`src/rtl/cbtmx_pkg.sv`:
```
package cbtmx_pkg;

  localparam int KEY_W  = 31;
  localparam int MODE_W = 2;
  localparam int STAT_W = 2;

  localparam logic [MODE_W-1:0] MODE_INSERT = 2'd0;
  localparam logic [MODE_W-1:0] MODE_REMOVE = 2'd1;
  localparam logic [MODE_W-1:0] MODE_QUERY  = 2'd2;

  localparam logic [STAT_W-1:0] ST_OK        = 2'd0;
  localparam logic [STAT_W-1:0] ST_POOL_FULL = 2'd1;
  localparam logic [STAT_W-1:0] ST_ABSENT    = 2'd2;
  localparam logic [STAT_W-1:0] ST_CNT_FULL  = 2'd3;

  // Kind of walk the datapath performs on each step.
  typedef enum logic [2:0] {
    OP_QUERY,
    OP_INS_CHK,
    OP_INS_WR,
    OP_REM_CHK,
    OP_REM_WR
  } op_t;

  typedef enum logic [3:0] {
    S_IDLE,
    S_QUERY,
    S_INS_CHK,
    S_INS_DEC,
    S_INS_WR,
    S_REM_CHK,
    S_REM_DEC,
    S_REM_WR,
    S_DONE
  } state_t;

  typedef struct packed {
    logic load;
    logic load_query;
    logic step;
    logic restart;
    op_t  op;
    logic latch_status;
    logic emit;
  } cmd_t;

  typedef struct packed {
    logic last;
    logic fail;
    logic out_busy;
  } sts_t;

endpackage

```
`src/rtl/cbtmx_ctrl.sv`:
```
module cbtmx_ctrl (
  input  logic                          clk,
  input  logic                          rst_n,
  input  logic                          in_tvalid,
  input  logic [cbtmx_pkg::MODE_W-1:0]  in_mode,
  output logic                          in_tready,
  input  cbtmx_pkg::sts_t               sts,
  output cbtmx_pkg::cmd_t               cmd
);
  import cbtmx_pkg::*;

  state_t state_r, state_nxt;
  logic   accept;

  assign accept = in_tvalid && (state_r == S_IDLE);

  always_comb begin
    state_nxt = state_r;
    case (state_r)
      S_IDLE: begin
        if (accept) begin
          case (in_mode)
            MODE_INSERT: state_nxt = S_INS_CHK;
            MODE_REMOVE: state_nxt = S_REM_CHK;
            MODE_QUERY:  state_nxt = S_QUERY;
            default:     state_nxt = S_DONE;
          endcase
        end
      end
      S_QUERY:   if (sts.last) state_nxt = S_DONE;
      S_INS_CHK: if (sts.last) state_nxt = S_INS_DEC;
      S_INS_DEC: state_nxt = sts.fail ? S_DONE : S_INS_WR;
      S_INS_WR:  if (sts.last) state_nxt = S_DONE;
      S_REM_CHK: if (sts.last) state_nxt = S_REM_DEC;
      S_REM_DEC: state_nxt = sts.fail ? S_DONE : S_REM_WR;
      S_REM_WR:  if (sts.last) state_nxt = S_DONE;
      S_DONE:    if (!sts.out_busy) state_nxt = S_IDLE;
      default:   state_nxt = S_IDLE;
    endcase
  end

  always_comb begin
    cmd              = '0;
    cmd.op           = OP_QUERY;
    cmd.load         = accept;
    cmd.load_query   = (in_mode == MODE_QUERY);
    case (state_r)
      S_QUERY: begin
        cmd.step = 1'b1;
        cmd.op   = OP_QUERY;
      end
      S_INS_CHK: begin
        cmd.step = 1'b1;
        cmd.op   = OP_INS_CHK;
      end
      S_INS_WR: begin
        cmd.step = 1'b1;
        cmd.op   = OP_INS_WR;
      end
      S_REM_CHK: begin
        cmd.step = 1'b1;
        cmd.op   = OP_REM_CHK;
      end
      S_REM_WR: begin
        cmd.step = 1'b1;
        cmd.op   = OP_REM_WR;
      end
      S_INS_DEC, S_REM_DEC: cmd.latch_status = 1'b1;
      S_DONE:    cmd.emit = !sts.out_busy;
      default: begin
      end
    endcase
    cmd.restart = cmd.step && sts.last;
  end

  always_ff @(posedge clk) begin
    if (!rst_n) begin
      state_r <= S_IDLE;
    end else begin
      state_r <= state_nxt;
    end
  end

  assign in_tready = (state_r == S_IDLE);

endmodule
```
`config.mk`:
```
export PLATFORM = sky130hd
export DESIGN_NAME = cbtmx_ctrl
export DESIGN_NICKNAME = d
export VERILOG_FILES = /design/src/rtl/cbtmx_pkg.sv /design/src/rtl/cbtmx_ctrl.sv
export SDC_FILE = /design/constraint.sdc
export NUM_CORES = 1
export LEC_CHECK = 0
export BUFFER_PORTS_ARGS = -buffer_cell sky130_fd_sc_hd__buf_2
export CAP_MARGIN = 20
export CELL_PAD_IN_SITES_DETAIL_PLACEMENT = 1
export CELL_PAD_IN_SITES_GLOBAL_PLACEMENT = 2
export CORE_UTILIZATION = 28
export CTS_BUF_LIST = sky130_fd_sc_hd__clkbuf_16
export CTS_CLUSTER_DIAMETER = 120
export CTS_CLUSTER_SIZE = 30
export DETAILED_ROUTE_END_ITERATION = 10
export PLACE_DENSITY = 0.78
export RECOVER_POWER = 100
export SYNTH_ARGS = -nofsm -noshare
export SYNTH_HDL_FRONTEND = slang
export SYNTH_SLANG_ARGS = --single-unit
```
`constraint.sdc`:
```
create_clock -name clk -period 2.95 [get_ports clk]
set_input_delay 0.295 -clock clk [delete_from_list [all_inputs] [get_ports clk]]
set_output_delay 0.295 -clock clk [all_outputs]
set_load 0.01 [all_outputs]
```
==> flow_metrics.py, run 1 <==
metrics = {
    "timing": {
        "drv_slew": 0,
        "fin_crit_ps": 2120,
        "finalHoldViolCount": 0,
        "fmax_mhz": 473,
        "min_period_over_period_pct": 71.7,
        "fin_skew_ps": 0.131,
        "slew_headroom_pct": 49.9,
        "rsz0062_at_grt": "no",
        "setup_violations": 0,
        "worst_slew_pin_slew_ps": 743,
        "worst_slack_ps": 834,
        "tns_ps": 0,
    },
    "cts": {
        "clock_sinks": 4,
        "cts_buffers": 3,
        "htreeDepth": 1,
        "cts_resized": 0,
        "ctsHoldBuffers": 0,
        "clk_latency_ps": 220,
        "cts.clk_slew.worst_paths_ps": 30,
        "cts-root-buf": "clkbuf_16",
        "cts_setup_buffers": 0,
        "cts_tree": "done",
        "cts_buffer_depth": 2,
    },
    "power_and_ir_drop": {
        "power_per_cell_area_nw_per_um2": 1200,
        "power_leakage_uw": 0.000282,
        "ir_drop_mv": 0.587,
    },
    "drt": {
        "drcViolationCount": 0,
        "viasPerCell": 4.77,
        "vias": 496,
        "drtAntennaViolNets": 0,
        "drt_iter0_drc": 1,
        "drt-met1-wl_um": 557,
        "routed_wl_um": 1210,
        "route.top_layer_used": "met3",
        "wl_per_cell_um": 11.6,
        "dr.pass1.iters": 3,
        "route.met3.wl_um": 32,
        "wl_met2_um": 615,
    },
    "global_route": {
        "grt_pass1_vias": 454,
        "grt_pass1_wl_um": 2100,
        "antenna_found_initial": 0,
        "grt_max_degree": 15,
        "grt_overflow": 0,
        "grt_usage_pct": 14.3,
    },
    "yosys": {
        "synth-edff-count": 0,
        "synth_cell_types": 31,
        "seq_area_frac_synth_pct": 15.5,
        "synth-main-ff-cell": "dfxtp_1",
        "synthCells": 64,
        "synth.avg_cell_area_um2": 8.09,
        "synth_async_sr_flop_share_pct": 0,
        "netlist_area_um2": 518,
        "yosysWarnings": 0,
        "synth-seq-cells": 4,
        "syn_nets": 76,
    },
    "critical_path": {
        "cp_max_fo": 12,
        "end_kind": "output port",
        "arrival_ps": 1820,
        "worst-setup-path-type": "reg -> out",
        "required_ps": 2650,
        "start_kind": "flip-flop",
    },
    "place": {
        "numPortBuffers": 17,
        "pre_cts_ws_ps": 1150,
        "place.gp.congestion": 0.747,
        "place_hpwl_um": 922,
    },
    "floorplan": {
        "ioPinCount": 18,
        "dieArea_um2": 2030,
        "core_area_um2": 1730,
        "die_x_um": 45.0,
        "start_util_pct": 30.0,
        "dieHeight_um": 45.0,
        "row_count": 15,
    },
    "cells_and_area": {
        "largestRegisters": "state_r: 4 flops",
        "final_common_cell": "buf_2",
        "drive_gt1_share_pct": 21.5,
        "most-common-layout-cells": "9 x buf_2, 8 x nand2_1, 8 x clkbuf_1, 6 x nor2_1, 5 x nor2b_1",
        "largest_reg_flops": 4,
        "top_register": "state_r",
        "nets": 93,
        "diodes": 0,
        "area_growth_pct": 25.8,
    },
    "run_status": {
        "status": "finished clean",
    },
    "min_path": {
        "hold_class": "in -> reg",
    },
    "run": {
        "drv_cap": 0,
    },
}
-- critical path, cell delays in order, from the launching register on --
cell,delay [ps]
dfxtp_1,550
nor2b_1,460
nor3_4,50
a211oi_1,270
and2_0,160
buf_2,120
-- power by group --
part	switching (uW)	internal [uW]	total, uW
combinational	210	201	411
sequential	84.0	80.0	164
clock	35.8	173	209
-- final timing paths --
kind	startpoint	endpoint	slack (ps)	cells past startpoint
worst max-delay path	state_r[1]	cmd[5]	830	5
worst min-delay path	rst_n	state_r[2]	380	3
worst max register to register	state_r[2]	state_r[3]	860	4
worst min register to register	state_r[1]	state_r[1]	640	2
-- logic make-up (layout without fill, tap and decap cells) --
family / count (synthesis) / in the layout / share of synthesized area (%)
and+or+nand+nor: 32 / 32 / 39.1
AOI/OAI and AO/OA: 12 / 12 / 20.5
buffers and inverters: 8 / 23 / 7.73
adders and majority gates: 4 / 4 / 9.66
DFF: 4 / 4 / 15.5
muxes: 3 / 3 / 5.80
xor gates and xnor gates: 1 / 1 / 1.69
-- per-stage QoR --
stage	total power (uW)	cells	utilization, %	hold WS, ps	cell area (um^2)
floorplan	538	64	-	442	518
global placement	627	101	35.1	597	606
detailed placement	635	101	35.1	601	606
CTS	848	104	39.4	388	681
global route	859	104	37.8	396	652
finish	784	104	37.8	385	652
-- synth_stat cells (2+ instances only) --
master    n  area [um^2]
nor2_1    6         22.5
nand2_1   8         30.0
nand2b_1  3         18.8
ha_1      4         50.1
mux2i_1   3         30.0
o211ai_1  2         15.0
inv_1     3         11.3
a21oi_1   3         15.0
nor2b_1   4         25.0
nor2b_2   2         17.5
buf_4     2         15.0
dfxtp_1   4         80.1
buf_2     2         10.0
-- routing by layer --
layer  vias up  track usage [%]
li1        253                -
met1       234             19.2
met2         9             23.8
met3         0             2.40
met4         0             3.64
met5         -                0
-- layout make-up --
class,count,area (um^2)
Timing Repair Buffer,17,75.1
Sequential cell,4,80.1
Tap cell,25,31.3
Inverter,3,11.3
Multi-Input combinational cell,52,379
Clock buffer,3,75.1
Fill cell,228,1070
(Power assumes the default switching activity.)
==> run 2, diff against run 1 <==
--- a/config.mk
+++ b/config.mk
@@ -5,16 +5,17 @@
 export SDC_FILE = /design/constraint.sdc
 export NUM_CORES = 1
 export LEC_CHECK = 0
+export ABC_AREA = 1
 export BUFFER_PORTS_ARGS = -buffer_cell sky130_fd_sc_hd__buf_2
 export CAP_MARGIN = 20
 export CELL_PAD_IN_SITES_DETAIL_PLACEMENT = 1
 export CELL_PAD_IN_SITES_GLOBAL_PLACEMENT = 2
-export CORE_UTILIZATION = 28
+export CORE_UTILIZATION = 22
 export CTS_BUF_LIST = sky130_fd_sc_hd__clkbuf_16
 export CTS_CLUSTER_DIAMETER = 120
 export CTS_CLUSTER_SIZE = 30
 export DETAILED_ROUTE_END_ITERATION = 10
-export PLACE_DENSITY = 0.78
+export PLACE_DENSITY = 0.72
 export RECOVER_POWER = 100
 export SYNTH_ARGS = -nofsm -noshare
 export SYNTH_HDL_FRONTEND = slang
==> constraint.sdc (replaced) <==
create_clock -name clk -period 2.01 [get_ports clk]
set_input_delay 0.201 -clock clk [delete_from_list [all_inputs] [get_ports clk]]
set_output_delay 0.201 -clock clk [all_outputs]
set_load 0.01 [all_outputs]
==> flow_metrics.py, run 2 <==
metrics = {
    "timing": {
        "hold-worst-slack_ps": 243,
        "finalHoldViolCount": 0,
        "fin_crit_ps": 1690,
        "setup_violations": 0,
        "rsz0062_at_grt": "no",
        "worst_slew_pin_slew_ps": 327,
        "slew_headroom_pct": 78.1,
        "min_period_over_period_pct": 84.3,
        "drv_slew": 0,
        "fmax_mhz": 590,
        "tns_ps": 0,
        "fin_skew_ps": 0.675,
    },
    "power_and_ir_drop": {
        "power_leakage_uw": 0.000376,
        "power_per_cell_area_nw_per_um2": 1430,
        "p_int_uw": 513,
        "power_uw": 910,
        "p_seq_share_pct": 15.7,
        "switchingPower_uw": 397,
        "p_comb_share_pct": 50.7,
        "ir_drop_mv": 0.399,
        "p_clk_share_pct": 33.6,
        "swShare_pct": 43.6,
    },
    "cells_and_area": {
        "final_common_cell": "nand2_1",
        "nets": 115,
        "top_register": "state_r",
        "seqCellArea_um2": 80.1,
        "fillers": 287,
        "area_growth_pct": 33.6,
        "largest_reg_flops": 4,
        "diodes": 0,
        "multi_input_area_um2": 314,
        "largestRegisters": "state_r: 4 flops",
        "most-common-layout-cells": "21 x nand2_1, 16 x nor2_1, 12 x inv_1, 10 x buf_2, 9 x nand3_1",
        "drive_gt1_share_pct": 21.8,
    },
    "yosys": {
        "synth.avg_cell_area_um2": 5.81,
        "yosysMostFrequentCell": "nand2_1",
        "netlist_area_um2": 477,
        "synthCells": 82,
        "synth_top_area_share_pct": 16.8,
        "yosysWarnings": 0,
        "synth-seq-cells": 4,
        "synthTopCellsByCount": "20 x nand2_1, 14 x nor2_1, 10 x inv_1",
        "synth_async_sr_flop_share_pct": 0,
        "syn_nets": 94,
        "synth_cell_types": 16,
        "seq_area_frac_synth_pct": 16.8,
        "synth_area_leaders": "dfxtp_1 17%, nand2_1 16%, nor2_1 11%",
        "synth-main-ff-cell": "dfxtp_1",
        "synth-edff-count": 0,
        "synth_largest_area_cell": "dfxtp_1",
    },
    "place": {
        "place_hpwl_um": 1050,
        "numPortBuffers": 17,
        "place.gp.congestion": 0.748,
    },
    "drt": {
        "wl_per_cell_um": 9.55,
        "drcViolationCount": 0,
        "vias": 535,
        "viasPerCell": 4.18,
        "drtAntennaViolNets": 0,
        "drt_iter0_drc": 5,
        "dr.pass1.iters": 2,
        "routed_wl_um": 1220,
    },
    "critical_path": {
        "arrival_ps": 1490,
        "path_delay_family": "simple AND/OR/NAND/NOR gates",
        "start_kind": "flip-flop",
        "crit_slowest_cell": "dfxtp_1",
        "max_stage_delay_ps": 410,
        "end_kind": "output port",
        "worst_path_most_repeated_cell": "nor2_1",
        "path_cells": "inv_1, nor2_1, nand2_1, nand2_1, nor2_1, nor2_1, clkbuf_1",
        "cp_max_fo": 5,
        "required_ps": 1810,
        "critPathBufInv": 2,
        "worst-setup-path-type": "reg -> out",
    },
    "global_route": {
        "grt_usage_pct": 11.3,
        "grt_max_degree": 8,
        "antenna_found_initial": 0,
        "grt_pass1_vias": 500,
        "grt_overflow": 0,
        "grt_pass1_wl_um": 2050,
    },
    "cts": {
        "clock_sinks": 4,
        "cts.clk_slew.worst_paths_ps": 30,
        "cts_resized": 0,
        "cts_buffers": 3,
        "cts-root-buf": "clkbuf_16",
        "htreeDepth": 1,
        "cts_tree": "done",
        "cts_setup_buffers": 0,
        "cts_buffer_depth": 2,
        "clk_latency_ps": 220,
        "ctsHoldBuffers": 0,
    },
    "floorplan": {
        "ioPinCount": 18,
        "start_util_pct": 23.8,
        "core_area_um2": 2000,
        "dieHeight_um": 48.6,
        "dieArea_um2": 2360,
        "die_x_um": 48.6,
        "row_count": 16,
    },
    "min_path": {
        "hold_class": "in -> reg",
    },
    "run": {
        "drv_cap": 0,
    },
    "run_status": {
        "status": "finished clean",
    },
}
==> run 2: cell types whose count changed in the layout (fill, tap and decap cells not counted), moves of 5 or more <==
cell,previous run,this run
inv_1,3,12
nand2_1,8,21
nor2b_1,5,0
nand3_1,1,9
nor2_1,6,16
==> run 2: worst reg2reg max path: cells and delay by family, from the launching register on <==
kind	cells	cell delay, ps
simple gates	7	910
flops	1	340
buf+inv	1	100
==> run 2: layout make-up <==
type	instances	share of cell area [%]
clock buffers	3	11.8
multi-input cells	62	49.3
inverters	15	9.04
flip-flops and latches	4	12.6
well taps	27	5.30
repair buffers	17	12.0
==> run 2: per-layer routing <==
layer  wire length (um)  track usage (%)  up-vias  part of all wire (%)
met5                  0                0        -                     0
met4                  0             5.88        0                     0
met3                 38             1.89        0                   3.1
met2                587             18.5       12                    48
met1                596             14.0      237                    49
li1                   -                -      286                     -
==> run 2: final timing paths <==
check                                start    endpoint  slack, ps  cells past startpoint
worst min register to register  state_r[2]  state_r[2]        540                      2
worst max-delay path            state_r[1]      cmd[5]        320                      7
worst min-delay path                 rst_n  state_r[0]        240                      3
worst max register to register  state_r[1]  state_r[2]        540                      8
==> run 2: power by group through the flow <==
stage,clock network [uW],registers [uW],logic (uW)
finish,306,143,461
floorplan,0,141,377
CTS,309,147,517
detailed placement,0,148,514
global placement,0,147,514
global route,312,149,538
==> run 2: kinds of logic (layout without fill, tap and decap cells) <==
kind of cell	Yosys count	after routing	share of synthesized area [%]
and+or+nand+nor	54	54	54.9
buffers and inverters	16	35	13.6
adders and majority gates	4	4	10.5
AOI/OAI and AO/OA	4	4	4.20
DFF	4	4	16.8
==> run 2: stage by stage <==
step	setup WS (ps)	util [%]	instance area [um^2]	std cells
2_1_floorplan	778	-	477	82
3_3_place_gp	672	29.4	588	125
3_5_place_dp	657	29.4	588	125
4_1_cts	423	33.1	663	128
5_1_grt	175	31.8	637	128
6_report	316	31.8	637	128
